**config.mk**
```make
export PLATFORM = sky130hd
export DESIGN_NAME = modular_inverse
export DESIGN_NICKNAME = d
export VERILOG_FILES = /design/src/hdl/modinv_pkg.sv /design/src/hdl/modinv_alu.sv /design/src/hdl/modular_inverse.sv
export SDC_FILE = /design/constraint.sdc
export NUM_CORES = 1
export LEC_CHECK = 0
export BUFFER_PORTS_ARGS = -buffer_cell sky130_fd_sc_hd__buf_2
export CORE_AREA = 2 2 235 237
export CTS_BUF_LIST = sky130_fd_sc_hd__clkbuf_8
export DETAILED_ROUTE_END_ITERATION = 8
export DIE_AREA = 0 0 237 239
export HOLD_SLACK_MARGIN = 0.02
export SYNTH_ARGS = -nofsm -noshare
export SYNTH_HDL_FRONTEND = slang
export SYNTH_SLANG_ARGS = --single-unit
```
**constraint.sdc**
```tcl
create_clock -name clock -period 6.11 [get_ports clock]
set_input_delay 0.9165 -clock clock [delete_from_list [all_inputs] [get_ports clock]]
set_output_delay 0.9165 -clock clock [all_outputs]
set_load 0.05 [all_outputs]
```
**src/hdl/modinv_pkg.sv**
```systemverilog
// ----------------------------------------------------------------------------
// Modular inverse package
// Beat types and shared constants of the modular inverse block.
// ----------------------------------------------------------------------------
package modinv_pkg;

   localparam int FIELD_WIDTH   = 32;
   localparam int DEFAULT_WIDTH = 32;

   typedef struct packed {
      logic [FIELD_WIDTH-1:0] value;
      logic [FIELD_WIDTH-1:0] modulus;
   } req_type;

   typedef struct packed {
      logic [FIELD_WIDTH-1:0] inverse;
      logic                   exists;
   } rsp_type;

endpackage

```
**src/hdl/modinv_alu.sv**
```systemverilog
// ----------------------------------------------------------------------------
// Modular inverse arithmetic unit
// Compare, subtract and add unit shared by the sequencer's arithmetic steps.
// ----------------------------------------------------------------------------
module modinv_alu #(
   parameter int WIDTH = modinv_pkg::DEFAULT_WIDTH
) (
   input  logic [WIDTH-1:0] op_a,
   input  logic [WIDTH-1:0] op_b,
   input  logic [WIDTH-1:0] acc,
   input  logic [WIDTH-1:0] addend,
   output logic             le,
   output logic [WIDTH-1:0] diff,
   output logic [WIDTH-1:0] sum
);

   logic [WIDTH:0] wide_diff;

   assign wide_diff = {1'b0, op_b} - {1'b0, op_a};
   assign le        = ~wide_diff[WIDTH];
   assign diff      = wide_diff[WIDTH-1:0];
   assign sum       = acc + addend;

endmodule

```
**src/hdl/modular_inverse.sv**
```systemverilog
// ----------------------------------------------------------------------------
// Modular inverse
// Extended Euclidean modular inverse on one shared compare/subtract unit.
// ----------------------------------------------------------------------------
// A request beat on req_data (value, modulus) is taken at a rising edge where
// start is high and busy is low. busy then stays high until the result is out.
// The result beat appears on rsp_data for exactly one cycle, marked by
// rsp_valid; the receiver cannot hold it off and must take it in that cycle.
// inverse lies in 0 to modulus-1; exists is low, with inverse zero, when the
// gcd is not one or the modulus is zero.
// A zero modulus answers in the cycle after the request with busy never set.
// Otherwise each quotient of the Euclid chain, the first reduction of value
// by modulus included, is found by shift-and-subtract on the shared unit:
// an align phase, a subtract phase and a swap. A fix step then reduces the
// result by the modulus and a negate step fixes the sign; the fix step
// alone answers when no inverse exists or the modulus is one.
// Consecutive Fibonacci numbers are the slowest inputs.
// One request is worked on at a time; the next is taken once busy falls,
// which is the cycle in which the result is shown.
// A synchronous reset returns the sequencer to idle and drops rsp_valid.
// ----------------------------------------------------------------------------
module modular_inverse #(
   parameter int WIDTH = modinv_pkg::DEFAULT_WIDTH
) (
   input  logic                clock,
   input  logic                reset,
   input  logic                start,
   output logic                busy,
   input  modinv_pkg::req_type req_data,
   output logic                rsp_valid,
   output modinv_pkg::rsp_type rsp_data
);

   localparam int KW  = $clog2(WIDTH);
   localparam int INW = (WIDTH < modinv_pkg::FIELD_WIDTH) ? WIDTH : modinv_pkg::FIELD_WIDTH;
   localparam int FW  = modinv_pkg::FIELD_WIDTH;

   typedef enum logic [2:0] {
      ST_IDLE,
      ST_ALIGN,
      ST_SUB,
      ST_SWAP,
      ST_FIX,
      ST_NEG
   } state_type;

   state_type           state_ff, state_in;
   logic                rsp_valid_ff, rsp_valid_in;
   modinv_pkg::rsp_type rsp_ff, rsp_in;
   logic [WIDTH-1:0]    m_ff, m_in;
   logic [WIDTH-1:0]    r_ff, r_in;
   logic [WIDTH-1:0]    d_ff, d_in;
   logic [WIDTH-1:0]    rs_ff, rs_in;
   logic [WIDTH-1:0]    ua_ff, ua_in;
   logic [WIDTH-1:0]    ub_ff, ub_in;
   logic [WIDTH-1:0]    us_ff, us_in;
   logic [KW-1:0]       k_ff, k_in;
   logic                reduce_ff, reduce_in;
   logic                odd_ff, odd_in;
   logic                any_ff, any_in;

   logic [WIDTH-1:0]    op_a, op_b, acc, addend, diff, sum;
   logic                le;
   logic [WIDTH-1:0]    a_new, m_new;

   assign a_new = WIDTH'(req_data.value[INW-1:0]);
   assign m_new = WIDTH'(req_data.modulus[INW-1:0]);

   modinv_alu #(
      .WIDTH (WIDTH)
   ) u_alu (
      .op_a   (op_a),
      .op_b   (op_b),
      .acc    (acc),
      .addend (addend),
      .le     (le),
      .diff   (diff),
      .sum    (sum)
   );

   always_comb begin
      op_a   = rs_ff;
      op_b   = r_ff;
      acc    = ua_ff;
      addend = us_ff;
      unique case (state_ff)
         ST_ALIGN: begin
            op_a = rs_ff << 1;
         end
         ST_FIX: begin
            op_a = m_ff;
            op_b = ua_ff;
         end
         ST_NEG: begin
            op_a = ua_ff;
            op_b = m_ff;
         end
         default: begin
            op_a = rs_ff;
         end
      endcase
   end

   always_comb begin
      state_in     = state_ff;
      rsp_valid_in = 1'b0;
      rsp_in       = rsp_ff;
      m_in         = m_ff;
      r_in         = r_ff;
      d_in         = d_ff;
      rs_in        = rs_ff;
      ua_in        = ua_ff;
      ub_in        = ub_ff;
      us_in        = us_ff;
      k_in         = k_ff;
      reduce_in    = reduce_ff;
      odd_in       = odd_ff;
      any_in       = any_ff;
      unique case (state_ff)
         ST_IDLE: begin
            if (start) begin
               m_in = m_new;
               if (m_new == '0) begin
                  rsp_valid_in   = 1'b1;
                  rsp_in.inverse = '0;
                  rsp_in.exists  = 1'b0;
               end else begin
                  r_in      = a_new;
                  d_in      = m_new;
                  rs_in     = m_new;
                  us_in     = '0;
                  k_in      = '0;
                  reduce_in = 1'b1;
                  state_in  = ST_ALIGN;
               end
            end
         end
         ST_ALIGN: begin
            if (!rs_ff[WIDTH-1] && le) begin
               rs_in = rs_ff << 1;
               us_in = us_ff << 1;
               k_in  = k_ff + KW'(1);
            end else begin
               state_in = ST_SUB;
            end
         end
         ST_SUB: begin
            if (le) begin
               r_in = diff;
               if (!reduce_ff) begin
                  ua_in = sum;
               end
            end
            if (k_ff == '0) begin
               state_in = ST_SWAP;
            end else begin
               rs_in = rs_ff >> 1;
               us_in = us_ff >> 1;
               k_in  = k_ff - KW'(1);
            end
         end
         ST_SWAP: begin
            r_in  = d_ff;
            d_in  = r_ff;
            rs_in = r_ff;
            k_in  = '0;
            if (reduce_ff) begin
               ua_in     = '0;
               ub_in     = WIDTH'(1);
               us_in     = WIDTH'(1);
               reduce_in = 1'b0;
               odd_in    = 1'b0;
               any_in    = 1'b0;
            end else begin
               ua_in  = ub_ff;
               ub_in  = ua_ff;
               us_in  = ua_ff;
               odd_in = ~odd_ff;
               any_in = 1'b1;
            end
            state_in = (r_ff == '0) ? ST_FIX : ST_ALIGN;
         end
         ST_FIX: begin
            if (r_ff != WIDTH'(1)) begin
               rsp_valid_in   = 1'b1;
               rsp_in.inverse = '0;
               rsp_in.exists  = 1'b0;
               state_in       = ST_IDLE;
            end else if (!any_ff) begin
               rsp_valid_in   = 1'b1;
               rsp_in.inverse = '0;
               rsp_in.exists  = 1'b1;
               state_in       = ST_IDLE;
            end else begin
               if (le) begin
                  ua_in = diff;
               end
               state_in = ST_NEG;
            end
         end
         ST_NEG: begin
            rsp_valid_in  = 1'b1;
            rsp_in.exists = 1'b1;
            if (odd_ff || ua_ff == '0) begin
               rsp_in.inverse = FW'(ua_ff);
            end else begin
               rsp_in.inverse = FW'(diff);
            end
            state_in = ST_IDLE;
         end
         default: begin
            state_in = ST_IDLE;
         end
      endcase
   end

   always_ff @(posedge clock) begin
      if (reset) begin
         state_ff     <= ST_IDLE;
         rsp_valid_ff <= 1'b0;
      end else begin
         state_ff     <= state_in;
         rsp_valid_ff <= rsp_valid_in;
      end
      rsp_ff    <= rsp_in;
      m_ff      <= m_in;
      r_ff      <= r_in;
      d_ff      <= d_in;
      rs_ff     <= rs_in;
      ua_ff     <= ua_in;
      ub_ff     <= ub_in;
      us_ff     <= us_in;
      k_ff      <= k_in;
      reduce_ff <= reduce_in;
      odd_ff    <= odd_in;
      any_ff    <= any_in;
   end

   assign busy      = (state_ff != ST_IDLE);
   assign rsp_valid = rsp_valid_ff;
   assign rsp_data  = rsp_ff;

endmodule

```
Yosys cells after proc, flatten, opt, wreduce, memory -nomap -nowiden
Index checks and enable logic that the tools add are counted.
Widths: inputs -> output; s select.
- add/sub/neg operators: 4
- equality and inequality tests: 19
- muxes and demuxes: 52
- bitwise gates (word level): 2
- reduce and logical (&&, ||, !) cells: 21
- operators by type and width (operator ; number):
    $mux 32 ; 18
    $pmux 32 s3 ; 3
    $pmux 32 s4 ; 2
    $mux 33 ; 4
    $pmux 32 s2 ; 2
    $pmux 33 s3 ; 1
    $logic_not 32->1 ; 3
    $sub 32x32->33 ; 1
    $add 32x32->32 ; 1
    $ne 32x1->1 const B ; 1
    $ne 2x2->1 const B ; 12
    $mux 3 ; 7
    $mux 5 ; 4
    $pmux 5 s4 ; 1
    $pmux 3 s5 ; 1
    $reduce_and 4->1 ; 3
    $reduce_bool 3->1 ; 4
    $mux 1 ; 7
    $eq 3x2->1 const B ; 2
    $eq 3x3->1 const B ; 2
    $reduce_and 6->1 ; 1
    $add 5x1->5 const B ; 1
    $logic_not 5->1 ; 1
    $reduce_and 5->1 ; 1
    14 further kinds ; 15
- flip-flop bits (word level): 269
- input port bits: 67
- output and inout bits: 35

Longest topological paths before layout
- word-level depth: 7
- depth in mapped cells: 19
- mapped depth without buffers: 16

Modules after synthesis
A second synthesis with hierarchy kept.
- cells, all modules: 1783
- area, all modules: 17850.9 µm²
- modules (own cells, without submodules) (module ; times used ; cells each ; area each (µm²) ; seq. area each (µm²)):
    modular_inverse ; 1 ; 1263 ; 14169.8 ; 8037.7
    modinv_alu ; 1 ; 520 ; 3681.0 ; 0.0

Worst setup path before layout
OpenSTA, ideal clock, no wires.
- path type: register to register
- from: register state_ff[0]
- to: register r_ff[0] (enable)
- library setup time: 501 ps
- arrival: 6221 ps
- data required time: 5609 ps
- path slack: -612 ps
- stages on the path, launching flop included: 16
- path buffers: 3
- clock period less this slack: 6722 ps
- path through: dfxtp_1 clkbuf_1 buf_1 buf_1 mux2i_1 o21ai_0 ha_1 fa_1 and2b_1 o2111a_2 o2111ai_2 nand3_1 nand3_1 a21boi_2 nor3_1 nor4_1
- cells in the longest elaborated chain, start to end: 5
- elaborated cells on any way between the ends: 14
- classes of those cells: 1 x add/sub; 8 x eq/ne; 2 x mux; 3 x reduce/logical
- RTL lines (what ; line ; text):
    from (decl) ; modular_inverse.sv:47 ; state_type state_ff, state_in;
    from (signal assigned) ; modular_inverse.sv:222 ; state_ff <= state_in;
    $eq 3x3->1 / $eq 3x1->1 (equally long branches) ; modular_inverse.sv:86 ; unique case (state_ff)
    $pmux 32 s3 / $pmux 32 s2 (equally long branches) ; modular_inverse.sv:86 ;
    $sub 32x32->33 ; modinv_alu.sv:19 ; assign wide_diff = {1'b0, op_b} - {1'b0, op_a};
    $ne 2x2->1 (no line) ; - ;
    $reduce_and 4->1 (no line) * ; - ;
    to (signal assigned) ; modular_inverse.sv:227 ; r_ff <= r_in;
    to (decl) ; modular_inverse.sv:51 ; logic [WIDTH-1:0] r_ff, r_in;
Mark *: on every way between the ends. The rest lies on a longest branch, timed or not.
A chain may end at the register's enable or synchronous reset.

Worst setup path in the final report
- from: register state_ff[2]
- to: register us_ff[10], in the netlist addend[10] (enable)
- cells in the longest elaborated chain, start to end: 7
- elaborated cells on any way between the ends: 17
- classes of those cells: 1 x add/sub; 9 x eq/ne; 2 x mux; 1 x bitwise; 4 x reduce/logical
- RTL lines (what ; line ; text):
    $eq 3x3->1 / $eq 3x1->1 (equally long branches) ; modular_inverse.sv:86, modular_inverse.sv:119 ;
    $pmux 32 s3 / $pmux 32 s2 (equally long branches) ; modular_inverse.sv:86 ;
    $sub 32x32->33 ; modinv_alu.sv:19 ;
    $not 1->1 ; modinv_alu.sv:20 ; assign le = ~wide_diff[WIDTH];
    $logic_and 1x1->1 ; modular_inverse.sv:139 ; if (!rs_ff[WIDTH-1] && le) begin
    $ne 2x2->1 (no line) ; - ;
    $reduce_and 5->1 (no line) * ; - ;
    to (signal assigned) ; modular_inverse.sv:232 ; us_ff <= us_in;
    to (decl) ; modular_inverse.sv:56 ; logic [WIDTH-1:0] us_ff, us_in;
Marks and branches as above.

==> reports/metrics.cfg <==
[status]
status=finished, final reports clean

[power]
swShare_pct=49.0
internal-power_mw=6.43
p_leak_nw=7.40
ir_drop_uv=287
power_frac_seq_pct=28.7
power_frac_comb_pct=58.0
p_sw_mw=6.19
total_power_mw=12.6
p_per_area_mw_per_mm2=649
p_clk_share_pct=13.3

[place]
dpl_worst_slack_ns=1.13
port_buffers=101
placed_area_sq_mm=0.0185
routabilityCongestion=0.913
place_hpwl_um=40500

[timing]
rsz0062_at_grt=no
hold_viol_final=0
clock_skew_ns=0.0266
fin_crit_ns=5.04
maxSlewViolCount=0
setup_viol=0
post-route-period-util_pct=82.5
fin_ws_ns=1.07
timing.fmax_mhz=198
worst_pin_slew_ns=1.10
tns_ns=0
slew_headroom_pct=26.7

[detailed_routing]
vias=14582
drc=0
drtPass1Iterations=6
wl_per_cell_um=22.6
vias_per_cell=5.79
first_iter_violations=1481
totalWireLength_um=57100
drt.antenna.violating_nets=0

[synth]
synth.most_common_cell=edfxtp_1
synthTopCellsByCount=edfxtp_1 (265), a21oi_1 (182), nor2_1 (150)
syn-instance-count=1705
netlist_area_sq_mm=0.0172
avgSynthCellArea_sq_um=10.1
netlist.area_leader.share_pct=46.3
synthTopCellsByArea=edfxtp_1 (46%), a21oi_1 (5.3%), ha_1 (4.8%), mux2i_1 (4.5%), mux2_2 (4.1%)
syn-num-nets=1841
ys_ff_latch=269
async_flop_share_pct=0
ys_warn_count=0
synthFlopType=edfxtp_1
synth-edff-count=265
synth_cell_types=81
synth_top_area_cell=edfxtp_1
seq_area_frac_synth_pct=46.8

[floorplanning]
fp-row-count=86
die_w_um=237
core-area_sq_mm=0.0543
dieHeight_um=239
die_area_sq_mm=0.0566
start_util_pct=31.6
io_pins=102

[worst_setup_path]
endpoint_kind=register
r2r-start=state_ff[2]
arrival_ns=5.33
r2r_cells=17
critPathRequiredTime_ns=6.40
crit_type=register to register
worstReg2RegEnd=addend[10]
r2r_slack_ns=1.07
critPathLaunchType=register
critical_path.max_fanout=37

[global_routing]
grt_pass1_wl_um=86000
top_usage_layer=met2
antenna_found_initial=0
grt_max_degree=72
grt_overflow=0
use_met1_pct=28.1
grt_use_total_pct=19.7
grt_pass1_vias=14127
use_met2_pct=30.5
use_met3_pct=3.09

[clock_tree]
cts_resized=0
cts_root_buf=clkbuf_8
path_clk_slew_ns=0.06
cts-htree-levels=2
cts_max_path_buffers=3
cts-hold-fix-buffers=0
numCtsBuffers=47
cts.sinks=269
cts_tree=built
clkLatencyLatePin_ns=0.62
post-cts-setup-buffer-count=0

[hold_path]
hold_class=register to register
hold_path_depth=2
min-delay-start=ub_ff[12]
hold_end=acc[12]

[final_layout]
fillers=5468
fin_nets=1919
syn_to_final_growth_pct=13.1
design_area_sq_mm=0.0194
antenna_cells=0
drive_above_1_share_pct=16.5

[run]
cap_violations=0

through the flow:
stage               hold slack [ns]  utilization, %  cells
floorplan                     0.495               -   1705
global placement              0.507            34.1   2438
CTS                           0.528            35.7   2519
finish                        0.530            35.7   2519
detailed placement            0.516            34.1   2438
global route                  0.546            35.7   2519
area by class of cell:
cell class,count,area [sq um],area share [%]
Tap cell,704,881,4.53
Clock inverter,32,235,1.21
Clock buffer,49,674,3.47
Inverter,57,214,1.10
Multi-Input combinational cell,1275,8610,44.3
Timing Repair Buffer,133,771,3.97
Sequential cell,269,8040,41.4
worst max-delay path, cell delays in order, from the launching register on:
cell	delay, ns
dfxtp_2	0.69
inv_2	0.08
nor2_2	0.42
buf_4	0.36
a21oi_1	0.10
nor2_1	0.09
a21oi_1	0.05
ha_1	0.42
a21oi_1	0.12
o21ai_2	0.23
o31ai_1	0.15
a21oi_2	0.23
nand3_1	0.12
a21boi_2	0.18
nor2_1	0.09
o21ai_0	0.20
and3_2	0.82
buf_12	0.31
per-layer routing:
metal,vias to the layer above,wire [um],part of all wire [%]
met1,7129,25600,45
met4,0,1510,2.6
met3,92,4590,8.0
li1,6666,-,-
met2,695,25300,44
met5,-,0,0
cells in the final DEF (no fill, tap or decap), types with 12 or more instances in the layout:
master    synthesis  routed
xnor2_1          27      27
a222oi_1         30      30
nand3_1          32      31
and3_1           17      16
clkbuf_8          0      49
buf_4             1      30
nand2_1         147     145
buf_2             9     101
mux2i_1          77      77
nand4_1          12      12
nor2_1          150     145
inv_1            53      64
a21o_1           29      29
nor4_1           26      25
xor2_1           25      25
ha_1             66      66
o21ai_0          95      95
mux2_2           63      63
nor3_1           17      15
a21oi_1         182     181
nand2b_1         12      12
nor2b_1          38      38
o21a_1           14      14
a22oi_1          20      20
o22ai_1          61      61
edfxtp_1        265     265
power groups by stage:
stage	Sequential [mW]	Combinational, mW	Clock (mW)
floorplan	3.32	5.05	0
global placement	3.61	7.08	0
detailed placement	3.62	7.12	0
CTS	3.59	7.17	1.71
global route	3.67	7.94	1.78
finish	3.62	7.32	1.68
registers in the layout, summed over array words and instances (netlist names):
signal and count:
k_ff 5, odd_ff 1, rs_ff 32, rsp_valid 1, reduce_ff 1, addend 32, m_ff 32, d_ff 32
state_ff 3, any_ff 1, acc 32, r_ff 32, rsp_data 33, ub_ff 32
kinds of logic after synthesis:
logic type | after synthesis | synth area share [%]
fa+ha+maj | 69 | 5.16
buf+inv | 161 | 3.65
flops | 269 | 46.8
simple gates | 475 | 12.8
compound gates | 539 | 20.4
xor+xnor | 52 | 2.65
mux | 140 | 8.62
worst max path at each step:
| stage | from | to | slack [ns] | cells past startpoint |
|---|---|---|---|---|
| 3_3_place_gp | state_ff[0] | addend[7] | 1.21 | 16 |
| 6_report | state_ff[2] | addend[10] | 1.07 | 17 |
| 3_5_place_dp | state_ff[0] | addend[4] | 1.13 | 16 |
| 5_1_grt | state_ff[2] | addend[7] | 0.71 | 17 |
| 2_1_floorplan | state_ff[0] | acc[0] | 0.18 | 16 |
| 4_1_cts | state_ff[0] | addend[7] | 1.10 | 16 |
Power figures use the tool's default switching activity.
